File: src/rre_pkg.sv
package rre_pkg;

  localparam int TIME_W    = 48;
  localparam int VAL_W     = 32;
  localparam int GAIN_W    = 9;
  localparam int FACT_W    = 8;
  localparam int ACC_W     = VAL_W + FACT_W;   // widest sum of two weighted products
  localparam int KV_W      = ACC_W - 4;        // Q4.4 product with fraction dropped
  localparam int SUM_W     = KV_W + 1;
  localparam int CNT_W     = 4;
  localparam int CFG_IDX_W = 3;

  localparam logic [GAIN_W-1:0] GAIN_ONE   = GAIN_W'(256);
  localparam logic [ACC_W-1:0]  RND_Q08    = ACC_W'(128);
  localparam logic [ACC_W-1:0]  RND_Q44    = ACC_W'(8);
  localparam logic [CNT_W-1:0]  GAIN_STEPS = CNT_W'(GAIN_W);
  localparam logic [CNT_W-1:0]  FACT_STEPS = CNT_W'(FACT_W);

  localparam logic [GAIN_W-1:0] ALPHA_RST   = GAIN_W'(32);
  localparam logic [GAIN_W-1:0] BETA_RST    = GAIN_W'(64);
  localparam logic [FACT_W-1:0] VGAIN_RST   = FACT_W'(64);
  localparam logic [VAL_W-1:0]  CEILING_RST = VAL_W'(960000);
  localparam logic [FACT_W-1:0] BACKOFF_RST = FACT_W'(32);
  localparam logic [VAL_W-1:0]  START_RST   = VAL_W'(16000);

  typedef enum logic [CFG_IDX_W-1:0] {
    REG_ALPHA   = 3'd0,
    REG_BETA    = 3'd1,
    REG_VGAIN   = 3'd2,
    REG_CEILING = 3'd3,
    REG_BACKOFF = 3'd4,
    REG_START   = 3'd5
  } cfg_reg_t;

  typedef enum logic [9:0] {
    ST_IDLE = 10'b0000000001,
    ST_RTT  = 10'b0000000010,
    ST_CHK  = 10'b0000000100,
    ST_VARA = 10'b0000001000,
    ST_VARB = 10'b0000010000,
    ST_SRTA = 10'b0000100000,
    ST_SRTB = 10'b0001000000,
    ST_KVAR = 10'b0010000000,
    ST_BOFF = 10'b0100000000,
    ST_DONE = 10'b1000000000
  } state_t;

endpackage

File: src/rtt_rto_estimator.sv
// Retransmission-timeout estimator with Jacobson/Karels style smoothing.
// Input channel (in_valid/in_ready): func = 0 carries an rtt sample
// (now_time, sent_time); func = 1 asks for a timeout backoff of rto.
// Output channel (out_valid/out_ready): one transfer per input transfer with
// rto_value, smoothed_rtt, rtt_variation and sample_used after that item.
// Configuration: cfg_wen/cfg_index/cfg_data write one register per cycle;
// the user must write them only while the block is idle, which the block
// does not enforce; writing start_rto before the first sample also loads rto.
// All products run through one shift-add multiplier that retires one bit
// of the 8/9-bit gain per cycle; a sample update takes four 9-bit passes
// plus one 8-bit pass, a first sample or a backoff one 8-bit pass, and a
// skipped sample none.
// One item is in flight at a time; the next transfer can be taken in the
// cycle after the result is loaded.
// The output register holds a finished result while the receiver stalls;
// the block accepts and works on the next item meanwhile and waits to load
// its result until the register is free.
// Reset (synchronous, rst high) loads the default register values, clears
// srtt, rttvar and the sample history, sets rto to start_rto and empties
// the output register.
module rtt_rto_estimator import rre_pkg::*; (
  input  logic                 clk,
  input  logic                 rst,
  input  logic                 cfg_wen,
  input  logic [CFG_IDX_W-1:0] cfg_index,
  input  logic [VAL_W-1:0]     cfg_data,
  input  logic                 in_valid,
  output logic                 in_ready,
  input  logic                 func,
  input  logic [TIME_W-1:0]    now_time,
  input  logic [TIME_W-1:0]    sent_time,
  output logic                 out_valid,
  input  logic                 out_ready,
  output logic [VAL_W-1:0]     rto_value,
  output logic [VAL_W-1:0]     smoothed_rtt,
  output logic [VAL_W-1:0]     rtt_variation,
  output logic                 sample_used
);

  // configuration registers; start_rto only matters at the moment it is
  // written, so before the first sample it goes straight into rto
  logic [GAIN_W-1:0] alpha_weight;
  logic [GAIN_W-1:0] beta_weight;
  logic [FACT_W-1:0] variance_gain;
  logic [VAL_W-1:0]  rto_ceiling;
  logic [FACT_W-1:0] backoff_factor;

  // estimator state
  logic [VAL_W-1:0]  srtt_reg;
  logic [VAL_W-1:0]  rttvar_reg;
  logic [VAL_W-1:0]  rto_reg;
  logic [TIME_W-1:0] last_update_time;
  logic              have_sample;

  state_t state;

  // captured item and working values
  logic              cap_func;
  logic [TIME_W-1:0] cap_now;
  logic [TIME_W-1:0] cap_sent;
  logic [VAL_W-1:0]  rtt;
  logic [VAL_W-1:0]  diff;
  logic [VAL_W-1:0]  new_var;
  logic [VAL_W-1:0]  new_srtt;
  logic              first_smp;
  logic              used;

  // shift-add multiplier: multiplicand shifts left, multiplier shifts right
  logic [ACC_W-1:0]  acc;
  logic [ACC_W-1:0]  mcand;
  logic [GAIN_W-1:0] mplr;
  logic [CNT_W-1:0]  cnt;

  logic [GAIN_W-1:0] alpha_eff, beta_eff, alpha_inv, beta_inv;
  logic [ACC_W-1:0]  acc_step;
  logic              mac_last;
  logic [TIME_W:0]   rtt_wide, pass_wide;
  logic [VAL_W-1:0]  rtt_calc, diff_calc;
  logic              passed_ok;
  logic [KV_W-1:0]   prod_hi;
  logic [SUM_W-1:0]  rto_sum;
  logic [VAL_W-1:0]  rto_sat, rto_clamp, boff_sat, boff_clamp;

  assign in_ready = (state == ST_IDLE);

  // weights above one act as one
  assign alpha_eff = (alpha_weight > GAIN_ONE) ? GAIN_ONE : alpha_weight;
  assign beta_eff  = (beta_weight > GAIN_ONE) ? GAIN_ONE : beta_weight;
  assign alpha_inv = GAIN_ONE - alpha_eff;
  assign beta_inv  = GAIN_ONE - beta_eff;

  assign acc_step = acc + (mplr[0] ? mcand : '0);
  assign mac_last = (cnt == CNT_W'(1));

  // rtt: zero when the send time is later, saturate above 32 bits
  assign rtt_wide = {1'b0, cap_now} - {1'b0, cap_sent};
  assign rtt_calc = rtt_wide[TIME_W] ? '0 :
                    (|rtt_wide[TIME_W-1:VAL_W]) ? '1 : rtt_wide[VAL_W-1:0];

  // time since the last update; a clock that went back counts as zero
  assign pass_wide = {1'b0, cap_now} - {1'b0, last_update_time};
  assign passed_ok = !pass_wide[TIME_W] &&
                     (pass_wide[TIME_W-1:0] > {{(TIME_W-VAL_W){1'b0}}, srtt_reg});

  assign diff_calc = (srtt_reg >= rtt) ? (srtt_reg - rtt) : (rtt - srtt_reg);

  // final product of a Q4.4 pass with the fraction dropped
  assign prod_hi = acc_step[ACC_W-1:4];

  assign rto_sum   = {{(SUM_W-VAL_W){1'b0}}, new_srtt} + {1'b0, prod_hi};
  assign rto_sat   = (|rto_sum[SUM_W-1:VAL_W]) ? '1 : rto_sum[VAL_W-1:0];
  assign rto_clamp = (rto_sat > rto_ceiling) ? rto_ceiling : rto_sat;

  assign boff_sat   = (|prod_hi[KV_W-1:VAL_W]) ? '1 : prod_hi[VAL_W-1:0];
  assign boff_clamp = (boff_sat > rto_ceiling) ? rto_ceiling : boff_sat;

  always_ff @(posedge clk) begin
    if (rst) begin
      alpha_weight     <= ALPHA_RST;
      beta_weight      <= BETA_RST;
      variance_gain    <= VGAIN_RST;
      rto_ceiling      <= CEILING_RST;
      backoff_factor   <= BACKOFF_RST;
      srtt_reg         <= '0;
      rttvar_reg       <= '0;
      rto_reg          <= START_RST;
      last_update_time <= '0;
      have_sample      <= 1'b0;
      state            <= ST_IDLE;
      out_valid        <= 1'b0;
    end else begin
      // configuration writes must arrive only while idle; the user is bound to this, the block does not enforce it
      if (cfg_wen) begin
        unique case (cfg_index)
          REG_ALPHA:   alpha_weight   <= cfg_data[GAIN_W-1:0];
          REG_BETA:    beta_weight    <= cfg_data[GAIN_W-1:0];
          REG_VGAIN:   variance_gain  <= cfg_data[FACT_W-1:0];
          REG_CEILING: rto_ceiling    <= cfg_data;
          REG_BACKOFF: backoff_factor <= cfg_data[FACT_W-1:0];
          REG_START: begin
            if (!have_sample) rto_reg <= cfg_data;
          end
          default: ;
        endcase
      end

      // drop the result once the receiver takes it, unless a new one loads now
      if (out_valid && out_ready && state != ST_DONE) out_valid <= 1'b0;

      // advance the multiplier by one bit in every multiply state; the last
      // step of a pass is handled by the state itself
      if ((state == ST_VARA || state == ST_VARB || state == ST_SRTA ||
           state == ST_SRTB || state == ST_KVAR || state == ST_BOFF) && !mac_last) begin
        acc   <= acc_step;
        mcand <= mcand << 1;
        mplr  <= mplr >> 1;
        cnt   <= cnt - CNT_W'(1);
      end

      unique case (state)
        ST_IDLE: begin
          if (in_valid) begin
            cap_func <= func;
            cap_now  <= now_time;
            cap_sent <= sent_time;
            state    <= ST_RTT;
          end
        end
        ST_RTT: begin
          used      <= 1'b0;
          first_smp <= 1'b0;
          if (cap_func) begin
            acc   <= RND_Q44;
            mcand <= ACC_W'(rto_reg);
            mplr  <= {1'b0, backoff_factor};
            cnt   <= FACT_STEPS;
            state <= ST_BOFF;
          end else begin
            rtt   <= rtt_calc;
            state <= ST_CHK;
          end
        end
        ST_CHK: begin
          if (!have_sample) begin
            first_smp <= 1'b1;
            new_srtt  <= rtt;
            new_var   <= rtt >> 1;
            acc       <= RND_Q44;
            mcand     <= ACC_W'(rtt >> 1);
            mplr      <= {1'b0, variance_gain};
            cnt       <= FACT_STEPS;
            state     <= ST_KVAR;
          end else if (passed_ok) begin
            diff  <= diff_calc;
            acc   <= RND_Q08;
            mcand <= ACC_W'(rttvar_reg);
            mplr  <= beta_inv;
            cnt   <= GAIN_STEPS;
            state <= ST_VARA;
          end else begin
            state <= ST_DONE;
          end
        end
        ST_VARA: begin
          if (mac_last) begin
            acc   <= acc_step;
            mcand <= ACC_W'(diff);
            mplr  <= beta_eff;
            cnt   <= GAIN_STEPS;
            state <= ST_VARB;
          end
        end
        ST_VARB: begin
          if (mac_last) begin
            new_var <= acc_step[ACC_W-1:8];
            acc     <= RND_Q08;
            mcand   <= ACC_W'(srtt_reg);
            mplr    <= alpha_inv;
            cnt     <= GAIN_STEPS;
            state   <= ST_SRTA;
          end
        end
        ST_SRTA: begin
          if (mac_last) begin
            acc   <= acc_step;
            mcand <= ACC_W'(rtt);
            mplr  <= alpha_eff;
            cnt   <= GAIN_STEPS;
            state <= ST_SRTB;
          end
        end
        ST_SRTB: begin
          if (mac_last) begin
            new_srtt <= acc_step[ACC_W-1:8];
            acc      <= RND_Q44;
            mcand    <= ACC_W'(new_var);
            mplr     <= {1'b0, variance_gain};
            cnt      <= FACT_STEPS;
            state    <= ST_KVAR;
          end
        end
        ST_KVAR: begin
          if (mac_last) begin
            // the first sample sets rto without the ceiling and keeps the update time
            srtt_reg    <= new_srtt;
            rttvar_reg  <= new_var;
            rto_reg     <= first_smp ? rto_sat : rto_clamp;
            have_sample <= 1'b1;
            if (!first_smp) last_update_time <= cap_now;
            used        <= 1'b1;
            state       <= ST_DONE;
          end
        end
        ST_BOFF: begin
          if (mac_last) begin
            rto_reg <= boff_clamp;
            state   <= ST_DONE;
          end
        end
        ST_DONE: begin
          // hold until the output register is free
          if (!out_valid || out_ready) begin
            rto_value     <= rto_reg;
            smoothed_rtt  <= srtt_reg;
            rtt_variation <= rttvar_reg;
            sample_used   <= used;
            out_valid     <= 1'b1;
            state         <= ST_IDLE;
          end
        end
        default: state <= ST_IDLE;
      endcase
    end
  end

endmodule

File: config.mk
export PLATFORM = sky130hd
export DESIGN_NAME = rtt_rto_estimator
export DESIGN_NICKNAME = d
export VERILOG_FILES = /design/src/rre_pkg.sv /design/src/rtt_rto_estimator.sv
export SDC_FILE = /design/constraint.sdc
export NUM_CORES = 2
export LEC_CHECK = 0
export ABC_CLOCK_PERIOD_IN_PS = 27100
export BUFFER_PORTS_ARGS = -buffer_cell sky130_fd_sc_hd__buf_2
export CAP_MARGIN = 25
export CORE_UTILIZATION = 55
export CTS_BUF_LIST = sky130_fd_sc_hd__clkbuf_8
export CTS_CLUSTER_DIAMETER = 60
export DETAILED_ROUTE_END_ITERATION = 10
export PLACE_DENSITY_LB_ADDON = 0.1
export SETUP_SLACK_MARGIN = 0.02
export SLEW_MARGIN = 20
export SYNTH_ARGS = -nofsm -noshare
export SYNTH_HDL_FRONTEND = slang
export SYNTH_SLANG_ARGS = --single-unit
File: constraint.sdc
create_clock -name clk -period 27.1 [get_ports clk]
set_clock_uncertainty 0.05 [all_clocks]
set_input_delay 4.065 -clock clk [delete_from_list [all_inputs] [get_ports clk]]
set_output_delay 4.065 -clock clk [all_outputs]
set_load 0.01 [all_outputs]
Word level (Yosys, flattened, before mapping). Index checks and enable logic that the tools add are counted.

Word-level logic and storage cells: 185. Input port bits: 137. Output and inout bits: 99. Register bits after elaboration: 639.

Add/sub/neg operators: 9. Equal/unequal tests: 26. Bitwise logic cells: 3. Muxes and demuxes: 72. $lt $le $gt $ge: 6. Reductions and logical operators: 40.

Operators with widths (count): 40-bit two-way mux (16); 32-bit two-way mux (15); 40-bit one-hot mux with 6 select lines (1); 40-bit one-hot mux with 5 select lines (1); 32-bit one-hot mux with 2 select lines (3); 9-bit two-way mux (11); 48-bit by 48-bit subtractor with 49-bit output (2); 10-bit two-way mux (9); 10-bit one-hot mux with 9 select lines (1); 32-bit greater-than comparator (2); 32-bit subtractor (2); 9-bit one-hot mux with 6 select lines (1); 48-bit by 32-bit greater-than comparator with 1-bit output (1); 40-bit adder (1); 32-bit by 36-bit adder with 37-bit output (1); 32-bit >= comparator (1); 4-bit two-way mux (6); 9-bit greater-than comparator, second input constant (2); 3-bit AND reduction (6); 9-bit subtractor, first input constant (2); 2-bit inequality test, second input constant (8); 4-bit one-hot mux with 4 select lines (1); 16-bit OR reduction (1); 2-bit AND reduction (6); other kinds (31) (56).

Longest topological paths before layout.
Word-level depth: 11. Gate-level depth with buffers: 43. Gate-level depth less buffers: 38.

Worst setup path before layout. OpenSTA, ideal clock, no wires.

Path type: input port to flip-flop. From: in rst. To: reg rto_value[0], enable pin. Data required time: 26.379 ns. Setup slack: 15.317 ns. Arrival: 11.061 ns. Library setup time: 0.671 ns. Path buffers: 2. Stages on the path: 3. Cell sequence: clkbuf_1 clkbuf_1 nor3_1.

Word-level cells in the longest chain between the ends: 2.

Ends and longest elaborated chain: start: declaration (line rtt_rto_estimator.sv:23) `input logic rst,`; 1-bit inverter (no source line); 3-bit AND reduction (no source line); end signal: assignment (line rtt_rto_estimator.sv:263) `rto_value <= rto_reg;`; end: declaration (line rtt_rto_estimator.sv:34) `output logic [VAL_W-1:0] rto_value,`.

No other way between the ends. A chain may end at the register's enable or synchronous reset.

Worst setup path after layout.
From: reg mplr[0]. To: reg rto_reg[16].

Word-level cells in the longest chain between the ends: 10. Elaborated cells between the ends (all ways): 15. Those cells by class: add/sub: 2; order compare: 2; mux: 9; reduce/logical: 2.

Ends and longest elaborated chain: start: declaration (line rtt_rto_estimator.sv:71) `logic [GAIN_W-1:0] mplr;`; start signal: assignment (line rtt_rto_estimator.sv:156) `mplr <= mplr >> 1;`; start signal: assignment (line rtt_rto_estimator.sv:175) `mplr <= {1'b0, backoff_factor};`; start signal: assignment (line rtt_rto_estimator.sv:190) `mplr <= {1'b0, variance_gain};`; 40-bit two-way mux * (line rtt_rto_estimator.sv:92) `assign acc_step = acc + (mplr[0] ? mcand : '0);`; 40-bit adder * (line rtt_rto_estimator.sv:92); 32-bit by 36-bit adder with 37-bit output (line rtt_rto_estimator.sv:110) `assign rto_sum = {{(SUM_W-VAL_W){1'b0}}, new_srtt} + {1'b0, prod_hi};`; 5-bit OR reduction (line rtt_rto_estimator.sv:111) `assign rto_sat = (|rto_sum[SUM_W-1:VAL_W]) ? '1 : rto_sum[VAL_W-1:0];`; 32-bit two-way mux (line rtt_rto_estimator.sv:111); 32-bit greater-than comparator (line rtt_rto_estimator.sv:112) `assign rto_clamp = (rto_sat > rto_ceiling) ? rto_ceiling : rto_sat;`; 32-bit two-way mux (line rtt_rto_estimator.sv:112); 32-bit two-way mux (line rtt_rto_estimator.sv:247) `rto_reg <= first_smp ? rto_sat : rto_clamp;`; 32-bit two-way mux (line rtt_rto_estimator.sv:243) `if (mac_last) begin`; 32-bit one-hot mux with 2 select lines * (line rtt_rto_estimator.sv:160) `unique case (state)`; end signal: assignment (line rtt_rto_estimator.sv:141) `if (!have_sample) rto_reg <= cfg_data;`; end signal: assignment (line rtt_rto_estimator.sv:247); end signal: assignment (line rtt_rto_estimator.sv:256) `rto_reg <= boff_clamp;`; end: declaration (line rtt_rto_estimator.sv:51) `logic [VAL_W-1:0] rto_reg;`.

Every way passes the cells marked *; elsewhere a longest branch is shown, timed or not.

==> results.md <==
- CP bufs+invs: 5
- Routed wire per std cell: 25.5 um
- CP most frequent cell: a21oi_1
- Reg2reg path depth: 37
- YS warnings: 0
- Total track usage: 0.388
- Clock power frac: 0.369
- Starting Density: 0.554
- Nets: 5,675
- Remaining DRCs: 0
- Async SR Flop Fraction: 0
- # port buffers: 235
- CTS tree: done
- Gr ovfl total: 0
- Cell-internal power: 1.81 mW
- Clock Latency Late Sink: 0.80 ns
- Footprint of the multi-input gates: 0.0246 mm2
- # Post-CTS Setup Buffers: 0
- Clock transition at path regs: 0.06 ns
- Comb pwr share: 0.223
- Post-synth EDFFs: ~420
- Vias/cell: 6.42
- Max FO, Critical Path: 41
- Top Ports: 236
- Most frequent cells in the layout: nand2_1 (808), a21oi_1 (558), edfxtp_1 (417), o21ai_0 (341), ha_1 (333)
- Period utilisation layout: 0.383
- CP Launch Point: mplr[0]
- Reg power frac: 0.407
- 1st-iter DRT viols: 5,088
- Net switching power: 862 uW
- # fillers: 7,042
- Synth Net Count: between 5k and 6k
- CP delay by family, top: compound AO/OA/AOI/OAI gates
- Crit path DAT: between 10 and 15 ns
- Top flop regs: cap_now: 48 flops, cap_sent: 48 flops, last_update_time: 48 flops
- Hold wc startpoint: last_update_time[9]
- CP Depth: 37
- Crit path time final: 10.38 ns
- F_max: 96.4 MHz
- Final Hold Fails: 0
- Maxcap violations: 0
- CTS sink count: 639
- Largest net degree at the start of global routing: around 110
- Synth Cell Area: 0.0437 mm2
- Slew @ Worst Pin: 1.19 ns
- Post-CTS sizing: 0
- Setup TNS: 0 ns
- Area delta synth->final: 10.3%
- Seq/Total Area, Yosys: 0.388
- Total Routed Length: 162,000 um
- Most common cell after layout, fill and taps aside: nand2_1
- Sw Share: 0.322
- Top_reg_cell synth: edfxtp_1
- Count of final max-slew check failures: 0
- WS Path Type: register to register
- FP Rows: between 100 and 150
- FF-to-FF Start: mplr[0]
- Yosys reg bits: 639
- Min-delay worst type: register to register
- Vias after detailed routing: 40.8k
- Detail Route Antenna Nets: 0
- Pwr Density: 55.4 mW/mm2
- Post-Place Setup Slack: approximately 17 ns
- Initial antenna violation count: 11
- CTS Hold Bufs: 0
- Reg2Reg Setup Slack: ~17 ns
- Final Power: 2.67 mW
- Slew HR: 0.204
- CTS max path bufs: 3
- Root buf cell: clkbuf_8
- Cts bufs inserted: 113
- Die height: 284 um
- Final HPWL DP: ~120,000 um
- Max incr delay on CP: 0.80 ns
- Core area: 0.0789 mm2
- RSZ-0062 raised after global routing: no
- Outcome: completed
- First-pass GRT wire length: 237,000 um
- Post-synthesis average cell area: 8.64 um2
- Die span in x: 284 um
- Worst hold slack: 0.403 ns
- H-Tree Depth: 3
- Vias in the first global route: 38.1k
- Worst hold path depth: 2
- Distinct cells, synth: 107
- CP endpoint kind: register
- Area of the die: 0.0806 mm2
- Type of origin of the critical path: register
- Final GP Congestion: between 1 and 1.5
- Number of detailed-route iterations in the first pass: 8
- Post-Syn Instances: 5,062
- Peak supply drop: roughly 0.049 mV
- Final worst slack: 16.72 ns
- Crit-path slowest cell: a311oi_2
- Share of layout cells above drive strength 1: 0.111
- Count of final setup violators: 0
- Worst endpoint required time: 27.71 ns
- Reg area: 0.0170 mm2
- Leakage: 18.6 nW
==> final timing paths <==
| kind | endpoint |
|---|---|
| worst max-delay path | rto_reg[16] |
| worst min-delay path | last_update_time[9] |
| worst max register to register | rto_reg[16] |
| worst min register to register | last_update_time[9] |
==> routing by layer <==
metal / wire length [um] / vias to the layer above / GRT usage
met4: 10600 / 14 / 0.225
met2: 70400 / 2246 / 0.593
li1: - / 18700 / -
met1: 64400 / 19300 / 0.508
met5: 91 / - / 0
met3: 16400 / 461 / 0.0822
==> layout make-up <==
class | count | area share
repair buffers | 301 | 0.0352
clock buffers | 138 | 0.0394
multi-input cells | 3851 | 0.511
clock inverters | 78 | 0.0125
inverters | 293 | 0.0229
well taps | 1050 | 0.0272
flip-flops and latches | 639 | 0.352
diodes | 2 | 0.000104
==> kinds of logic (layout without fill, tap and decap cells) <==
| logic type | count (synthesis) | in the layout | share of synthesized area |
|---|---|---|---|
| other cells | 0 | 2 | 0 |
| mux | 101 | 101 | 0.0235 |
| xor+xnor | 175 | 175 | 0.0351 |
| flops | 639 | 639 | 0.388 |
| fa+ha+maj | 339 | 339 | 0.0980 |
| buf+inv | 572 | 810 | 0.0526 |
| compound gates | 1622 | 1622 | 0.235 |
| simple gates | 1614 | 1614 | 0.168 |
==> through the flow <==
step	util	cells	area, um2
finish	0.611	6352	48200
CTS	0.611	6349	48200
global route	0.611	6351	48200
global placement	0.579	6131	45700
floorplan	-	5062	43700
detailed placement	0.580	6133	45700
==> cells in the mapped netlist, types with 17 or more instances <==
master / n / area (um2)
a22o_1: 43 / 377
a21oi_1: 558 / 2790
a211oi_1: 25 / 188
or3_1: 17 / 106
a21o_1: 123 / 923
mux2i_1: 90 / 901
buf_2: 26 / 130
xor2_1: 74 / 648
nor3_1: 65 / 325
a31oi_1: 72 / 450
ha_1: 333 / 4170
o21bai_1: 54 / 405
a22oi_1: 26 / 195
nand3_1: 109 / 546
o21a_1: 44 / 330
nand2b_1: 48 / 300
clkbuf_1: 216 / 811
edfxtp_1: 417 / 12500
o221ai_1: 32 / 280
nand2_1: 810 / 3040
o21ai_1: 23 / 115
o211ai_1: 55 / 413
a221oi_1: 25 / 219
and2_1: 57 / 357
and3_1: 29 / 181
dfxtp_1: 222 / 4440
nor2_1: 269 / 1010
o21ai_0: 344 / 1720
nand4_1: 69 / 432
nor2b_1: 53 / 332
a222oi_1: 21 / 210
inv_1: 291 / 1090
xnor2_1: 101 / 885
==> worst min-delay path, cell delays in order, from the launching register on <==
cell and delay, ns:
dfxtp_1 0.30, nand2_1 0.05, a21oi_1 0.05
==> power by group through the flow <==
stage	clock network [mW]	registers (mW)	logic (mW)
2_1_floorplan	0	1.10	0.394
6_report	0.987	1.09	0.597
3_3_place_gp	0	1.11	0.578
4_1_cts	0.996	1.09	0.583
3_5_place_dp	0	1.11	0.580
5_1_grt	1.04	1.09	0.638
Note: power is estimated with default switching activity, not from simulation.
